### src/sv/tbs_pkg.sv
// shared types, constants and helper functions of the two-bone skinning block
`timescale 1ns / 1ps
`default_nettype none
package tbs_pkg;

    localparam int MAX_BONES_DEF = 256;
    localparam int FRAC_BITS_DEF = 16;
    localparam int WORDS_PER_BONE = 12;
    localparam int Q_DEPTH = 4;
    localparam int Q_CNT_W = $clog2(Q_DEPTH + 1);

    // divide by one hundred: floor(m * RECIP_100 / 2^RECIP_SH) is low by at most one
    localparam int DIV_MAG_W = 38;
    localparam int RECIP_SH = 38;
    localparam logic [31:0] RECIP_100 = 32'd2748779069;

    localparam logic [1:0] CFG_BONE_COUNT = 2'd0;
    localparam logic [1:0] CFG_EDGE_DIST = 2'd1;

    localparam logic MODE_PALETTE = 1'b0;
    localparam logic MODE_SKIN = 1'b1;

    typedef struct packed {
        logic               mode;
        logic [15:0]        bone_first;
        logic [15:0]        bone_second;
        logic [6:0]         weight_percent;
        logic [3:0]         word_select;
        logic signed [31:0] pos_x;
        logic signed [31:0] pos_y;
        logic signed [31:0] pos_z;
        logic signed [31:0] nrm_x;
        logic signed [31:0] nrm_y;
        logic signed [31:0] nrm_z;
        logic               edge_off;
    } t_in_item;

    typedef struct packed {
        logic signed [31:0] skin_x;
        logic signed [31:0] skin_y;
        logic signed [31:0] skin_z;
        logic signed [31:0] norm_out_x;
        logic signed [31:0] norm_out_y;
        logic signed [31:0] norm_out_z;
        logic signed [31:0] edge_x;
        logic signed [31:0] edge_y;
        logic signed [31:0] edge_z;
    } t_out_item;

    // one classified vertex with both bone matrices already fetched
    typedef struct packed {
        logic [1:0]                            bone_ok;
        logic [6:0]                            weight;
        logic [31:0]                           amount;
        logic [2:0][31:0]                      pos;
        logic [2:0][31:0]                      nrm;
        logic [1:0][WORDS_PER_BONE-1:0][31:0]  mat;
    } t_q_item;

    typedef struct packed {
        logic               valid;
        logic [Q_CNT_W-1:0] count;
    } t_q_stat;

    function automatic logic signed [63:0] rnd_shift(input logic signed [63:0] v,
                                                     input int unsigned f);
        logic signed [63:0] half;
        half = 64'sd1 <<< (f - 1);
        return (v + half) >>> f;
    endfunction

    function automatic logic signed [31:0] sat32(input logic signed [63:0] v);
        if (v > 64'sd2147483647) begin
            return 32'sh7fffffff;
        end else if (v < -64'sd2147483648) begin
            return 32'sh80000000;
        end
        return v[31:0];
    endfunction

endpackage
`default_nettype wire

### src/sv/tbs_stream_if.sv
// valid/ready stream channel carrying one payload item per transfer
`timescale 1ns / 1ps
`default_nettype none
interface tbs_stream_if #(parameter type T = logic);
    logic valid;
    logic ready;
    T     payload;
    modport source (output valid, output payload, input ready);
    modport sink (input valid, input payload, output ready);
endinterface
`default_nettype wire

### src/sv/tbs_front.sv
// front part: config registers, palette banks, vertex classification and fetch
`timescale 1ns / 1ps
`default_nettype none
module tbs_front #(
    parameter int MAX_BONES = tbs_pkg::MAX_BONES_DEF,
    parameter int FRAC_BITS = tbs_pkg::FRAC_BITS_DEF
) (
    input  wire                 i_clk,
    input  wire                 i_rst_n,
    input  wire                 i_cfg_we,
    input  wire [1:0]           i_cfg_idx,
    input  wire [31:0]          i_cfg_data,
    tbs_stream_if.sink          i_vtx,
    input  tbs_pkg::t_q_stat    i_qstat,
    output logic                o_push,
    output tbs_pkg::t_q_item    o_data
);
    import tbs_pkg::*;

    localparam int IDX_W = (MAX_BONES > 1) ? $clog2(MAX_BONES) : 1;
    localparam logic signed [31:0] FIX_AMOUNT =
        32'(-(((5 << FRAC_BITS) + 500) / 1000));

    logic [8:0]  r_bone_count;
    logic [31:0] r_edge_dist;
    logic        r_f1_valid;
    t_q_item     r_f1;
    logic        w_take;
    logic        w_is_skin;
    logic        w_wr_ok;
    logic [1:0]  w_bone_ok;
    t_in_item    w_in;

    assign w_in = i_vtx.payload;
    // one slot is kept free for the item already in the fetch stage
    assign i_vtx.ready = ({1'b0, i_qstat.count} + Q_CNT_W'(r_f1_valid)) <
                         (Q_CNT_W + 1)'(Q_DEPTH);
    assign w_take = i_vtx.valid && i_vtx.ready;
    assign w_is_skin = (w_in.mode == MODE_SKIN);
    assign w_wr_ok = (w_in.bone_first < 16'(MAX_BONES)) &&
                     (w_in.word_select < 4'(WORDS_PER_BONE));
    assign w_bone_ok[0] = (w_in.bone_first < {7'd0, r_bone_count}) &&
                          (w_in.bone_first < 16'(MAX_BONES));
    assign w_bone_ok[1] = (w_in.bone_second < {7'd0, r_bone_count}) &&
                          (w_in.bone_second < 16'(MAX_BONES));

    always_ff @(posedge i_clk) begin
        if (!i_rst_n) begin
            r_bone_count <= '0;
            r_edge_dist <= '0;
        end else if (i_cfg_we) begin
            case (i_cfg_idx)
                CFG_BONE_COUNT: r_bone_count <= i_cfg_data[8:0];
                CFG_EDGE_DIST:  r_edge_dist <= i_cfg_data;
                default:        ;
            endcase
        end
    end

    always_ff @(posedge i_clk) begin
        if (!i_rst_n) begin
            r_f1_valid <= 1'b0;
        end else begin
            r_f1_valid <= w_take && w_is_skin;
        end
    end

    always_ff @(posedge i_clk) begin
        if (w_take) begin
            r_f1.bone_ok <= w_bone_ok;
            r_f1.weight <= (w_in.weight_percent > 7'd100) ? 7'd100 : w_in.weight_percent;
            r_f1.amount <= w_in.edge_off ? FIX_AMOUNT : r_edge_dist;
            r_f1.pos <= {w_in.pos_z, w_in.pos_y, w_in.pos_x};
            r_f1.nrm <= {w_in.nrm_z, w_in.nrm_y, w_in.nrm_x};
        end
    end

    // one bank per matrix word, each with one write and two read addresses
    for (genvar k = 0; k < WORDS_PER_BONE; k++) begin : g_bank
        logic [31:0] r_bank [MAX_BONES];
        logic [31:0] r_rd0, r_rd1;
        always_ff @(posedge i_clk) begin
            if (w_take && !w_is_skin && w_wr_ok && w_in.word_select == 4'(k)) begin
                r_bank[w_in.bone_first[IDX_W-1:0]] <= w_in.pos_x;
            end
            if (w_take && w_is_skin) begin
                r_rd0 <= r_bank[w_in.bone_first[IDX_W-1:0]];
                r_rd1 <= r_bank[w_in.bone_second[IDX_W-1:0]];
            end
        end
        assign o_data.mat[0][k] = r_rd0;
        assign o_data.mat[1][k] = r_rd1;
    end

    assign o_push = r_f1_valid;
    assign o_data.bone_ok = r_f1.bone_ok;
    assign o_data.weight = r_f1.weight;
    assign o_data.amount = r_f1.amount;
    assign o_data.pos = r_f1.pos;
    assign o_data.nrm = r_f1.nrm;
endmodule
`default_nettype wire

### src/flat_wrapper.sv
// flat-port wrapper written by rule: the top's interface ports become plain ports
module tbs_front_flat import tbs_pkg::*;
#(
    parameter int MAX_BONES = tbs_pkg::MAX_BONES_DEF,
    parameter int FRAC_BITS = tbs_pkg::FRAC_BITS_DEF
)
  (i_clk, i_rst_n, i_cfg_we, i_cfg_idx, i_cfg_data, i_qstat, o_push, o_data, i_vtx_valid, i_vtx_payload, i_vtx_ready);
  tbs_stream_if i_vtx_i ();
  input  wire i_clk;
  input  wire i_rst_n;
  input  wire i_cfg_we;
  input  wire [1:0] i_cfg_idx;
  input  wire [31:0] i_cfg_data;
  input  tbs_pkg::t_q_stat i_qstat;
  output logic o_push;
  output tbs_pkg::t_q_item o_data;
  input wire logic [$bits(i_vtx_i.valid)-1:0] i_vtx_valid;
  input wire logic [$bits(i_vtx_i.payload)-1:0] i_vtx_payload;
  output wire logic [$bits(i_vtx_i.ready)-1:0] i_vtx_ready;
  assign i_vtx_i.valid = i_vtx_valid;
  assign i_vtx_i.payload = i_vtx_payload;
  assign i_vtx_ready = i_vtx_i.ready;
  tbs_front #(.MAX_BONES(MAX_BONES), .FRAC_BITS(FRAC_BITS)) u_core (.i_clk(i_clk), .i_rst_n(i_rst_n), .i_cfg_we(i_cfg_we), .i_cfg_idx(i_cfg_idx), .i_cfg_data(i_cfg_data), .i_vtx(i_vtx_i), .i_qstat(i_qstat), .o_push(o_push), .o_data(o_data));
endmodule
### config.mk
export PLATFORM = sky130hd
export DESIGN_NAME = tbs_front_flat
export DESIGN_NICKNAME = d
export VERILOG_FILES = /design/src/sv/tbs_pkg.sv /design/src/sv/tbs_stream_if.sv /design/src/sv/tbs_front.sv /design/src/flat_wrapper.sv
export SDC_FILE = /design/constraint.sdc
export NUM_CORES = 1
export LEC_CHECK = 0
export BUFFER_PORTS_ARGS = -buffer_cell sky130_fd_sc_hd__clkbuf_2
export CORE_AREA = 2 2 413 415
export CTS_CLUSTER_DIAMETER = 100
export DETAILED_ROUTE_END_ITERATION = 7
export DIE_AREA = 0 0 415 417
export PLACE_DENSITY = 0.3
export SLEW_MARGIN = 30
export SYNTH_ARGS = -nofsm -noshare
export SYNTH_HDL_FRONTEND = slang
export SYNTH_SLANG_ARGS = --single-unit
### constraint.sdc
create_clock -name i_clk -period 5.9 [get_ports i_clk]
set_input_delay 1.18 -clock i_clk [delete_from_list [all_inputs] [get_ports i_clk]]
set_output_delay 1.18 -clock i_clk [all_outputs]
set_load 0.02 [all_outputs]
After elaboration in Yosys (flattened, before gate mapping). Index checks and enable logic that the tools add are counted.

Mux-type cells: 0. $add $sub $neg: 0. Reduce and logical (&&, ||, !) cells: 4. Multipliers: 0. Eq/ne operators: 1. Shift operators: 0. Bitwise gates (word level): 0. Order comparisons: 2. Div/mod/pow operators: 0.

Operator list (count): 1-bit by 9-bit less-than comparator with 1-bit output, first input constant (1); 2-bit AND reduction (2); 3-bit less-than comparator, second input constant (1); 2-bit by 1-bit equality test with 1-bit output, second input constant (1); 2-bit zero test (1); 1-bit logical AND (1).

Memory bits (writable): 0. Logic and storage cells: 11. Output and inout port bits: 1003. Bits in read-only memories: 0. Bits in latches: 0. Memories: 0. Bits of input ports: 43. Flip-flop bits (word level): 74.

Longest topological paths before layout.
Depth in word-level cells: 2. Depth in mapped cells: 4. Mapped depth without buffers: 2.

Worst setup path before layout. No wires, ideal clock.

Path type: input port to flip-flop. From: input port i_qstat[2] (netlist name). To: register u_core.r_f1, in the netlist u_core.o_data[960], enable pin. Path buffers: 0. Stages: 1. Path slack: 2.796 ns. Data arrival time: 2.676 ns. Required time: 5.473 ns. Setup time: 0.427 ns. Path through: nor2b_1.

Longest elaborated chain between the ends: 2.

RTL lines: start, declared (line flat_wrapper.sv:14) `input tbs_pkg::t_q_stat i_qstat;`; 3-bit less-than comparator (line tbs_front.sv:36) `assign i_vtx.ready = ({1'b0, i_qstat.count} + Q_CNT_W'(r_f1_valid)) <`; 1-bit logical AND (line tbs_front.sv:38) `assign w_take = i_vtx.valid && i_vtx.ready;`; end, declared (line tbs_front.sv:27) `t_q_item r_f1;`.

Every way passes these cells. A chain may end at the register's enable or synchronous reset.

Worst setup path after layout.
From: input port i_qstat[2] (netlist name). To: output port i_vtx_ready.

Longest elaborated chain between the ends: 1.

RTL lines: 3-bit less-than comparator (line tbs_front.sv:36); end, declared (line flat_wrapper.sv:19) `output wire logic [$bits(i_vtx_i.ready)-1:0] i_vtx_ready;`.

Every way passes these cells.

==> metrics.txt <==
CP Cell Sequence clkbuf_2 > inv_1 > clkbuf_2; RR Startpoint u_core.r_bone_count[2]$_SDFFE_PN0P_; DRT iter0 DRCs 74; vias approximately 4.2k; Rows ~150; post-DP HPWL between 10 and 15 mm; max-slew violations 0; CP Capture Type output pin; Yosys top cell area share 0.719; Layout Nets ~1.3k; Layout area overhead -2.67%; Top FF cell, synth dfxtp_1; worst path required time between 4 and 5 ns; largest net degree at the start of global routing 56; gpl congestion 0.617; register area share after synthesis 0.179; unrepaired setup endpoints after global routing false; Power Density between 150 and 200 nW/µm²; relative slew slack 0.506; PostCTS Resize Cnt 0; WS Path Type input pin to output pin; worst stage delay on the critical path 0.15 ns; CTS clk-pin slew, worst paths 0.05 ns; Avg Cell Area, Syn approximately 8.3 µm²; leading post-synthesis cells by cell area buf_4 (72%), edfxtp_1 (9.8%), dfxtp_1 (8.1%); width of the die slightly above 400 µm; # Post-CTS Setup Buffers 0; Top cell by count, worst path clkbuf_2; drt first pass iters 4; Synth area leader buf_4; CTS buffer count 9; Placement Cell Area 9570 µm²; DR WL/cell 4.39 µm; CP Max Fanout 2; Routed Antenna Nets 0; Data arrival, critical path ~1.5 ns; initial antenna violation count 6; Max-cap violations 0; total congestion overflow 0; min cycle time layout roughly 2.7 ns; Post-CTS Hold Buffers 0; layout cell share with drive strength beyond 1 0.0916; fin area roughly 10000 µm²; Sinks on Clock Net 74; worst min-delay path category flip-flop to flip-flop; port buffer count 74; Max rail drop VDD 0.126 mV; die area ~170000 µm²; Routed WL ~15 mm; EDFF count, synth 33; Worst Clk Skew a little under 0.006 ns; r2r setup slk approximately 5 ns; Post-Route Setup TNS 0 ns; Synthesis Warnings 0; vias in the first global route between 2k and 2.5k; CTS tree built; Initial Util 0.0600; Ports between 1k and 1.5k; flops & latches, synth between 70 and 80; Setup-failing EPs final 0; Crit-path slowest cell clkbuf_2; first-pass GRT wire length 16.5 mm; outcome complete, no violations; root buf cell clkbuf_16; DRC viols 0; Worst R2R End u_core.o_data[999]$_DFFE_PP_; R2R cell count 2; gr usage total 0.0131; final worst path period share 0.454; Async SR Flop Fraction 0; vias per inst 1.20; Final Hold Viols 0; Synth Cell Area approximately 10000 µm²; CP startpoint kind input pin; worst skew pair latency around 0.33 ns; # fillers 20.0k; fmax approximately 370 MHz; H-tree depth 3; CORE AREA about 170000 µm²; Min Hold Slack approximately 0.45 ns; Leak around 4.7 nW; Hold Path Stages 2; Unique masters post-synth 18; Mapped Cells approximately 1.2k; most common cell in the netlist buf_4; Die Y approximately 420 µm; end of the critical path i_vtx_ready; top cells by count, synth buf_4 (969), nand2_1 (73), dfxtp_1 (41), mux2i_1 (41), edfxtp_1 (33); Worst Setup SP i_qstat[2]; worst slew pin tran 0.741 ns; maximum root-to-sink buffer count 2
area by class of cell:
cell class,count,area (µm²),area share
Tap cell,2218,2780,0.282
Sequential cell,74,1810,0.184
Antenna cell,1,2.50,0.000254
Clock buffer,14,264,0.0268
Timing Repair Buffer,76,405,0.0412
Inverter,1,3.75,0.000381
Clock inverter,2,12.5,0.00127
Multi-Input combinational cell,1121,4570,0.464
report_power, final:
part | internal [mW] | switching, mW
logic | 0.0389 | 0.608
clock network | 0.308 | 0.208
registers | 0.558 | 0.00774
routing by layer:
| metal | track usage | wire length [µm] |
|---|---|---|
| met5 | 0 | 0 |
| met4 | 0.00501 | 247 |
| met3 | 0.00252 | 1320 |
| met2 | 0.0252 | 9290 |
| met1 | 0.0138 | 4530 |
per-stage QoR:
stage                     power [mW]    util  setup slack [ns]  instances
final                           1.73  0.0584              3.22       3507
after global routing            1.82  0.0584              3.21       3506
after CTS                       1.74  0.0584              3.22       3506
after detailed placement        1.21  0.0568              3.22       3490
after global placement          1.21  0.0566              3.18       3489
after floorplan                 1.66       -              2.80       2181
kinds of logic after synthesis:
family / after synthesis / share of synthesized area
buf+inv: 986 / 0.729
flops: 74 / 0.179
mux: 41 / 0.0406
other cells: 1 / 0.000371
simple gates: 112 / 0.0513
sequential cells by signal (all words and copies together), names as in the netlist:
register             count
u_core.r_bone_count      9
u_core.o_data           33
u_core.r_edge_dist      32
layout by cell type (no fill, tap or decap):
cell,count
nor4_1,1
edfxtp_1,33
clkinvlp_4,1
nor2b_4,1
nor3_1,1
nor2_1,1
conb_1,968
mux2i_1,41
clkbuf_1,3
clkbuf_8,2
clkbuf_16,9
buf_4,1
or2_2,27
clkbuf_2,74
nand2_1,73
or3b_1,1
clkinv_2,1
and3b_4,1
buf_16,1
dfxtp_1,41
diode_2,1
inv_1,1
nor2b_1,5
nand3_1,1
worst max-delay path, delay by kind of cell:
family / cells / cell delay [ns]
buf+inv: 3 / 0.31
worst min path at each step:
stage	slack [ns]	from	to
after global placement	0.44	u_core.r_edge_dist[16]$_SDFFE_PN0P_	u_core.r_edge_dist[16]$_SDFFE_PN0P_
after global routing	0.47	u_core.r_edge_dist[12]$_SDFFE_PN0P_	u_core.r_edge_dist[12]$_SDFFE_PN0P_
after CTS	0.45	u_core.r_edge_dist[27]$_SDFFE_PN0P_	u_core.r_edge_dist[27]$_SDFFE_PN0P_
final	0.45	u_core.r_edge_dist[11]$_SDFFE_PN0P_	u_core.r_edge_dist[11]$_SDFFE_PN0P_
after detailed placement	0.44	u_core.r_edge_dist[9]$_SDFFE_PN0P_	u_core.r_edge_dist[9]$_SDFFE_PN0P_
after floorplan	0.43	u_core.r_edge_dist[10]$_SDFFE_PN0P_	u_core.r_edge_dist[10]$_SDFFE_PN0P_
Power figures use the tool's default switching activity.
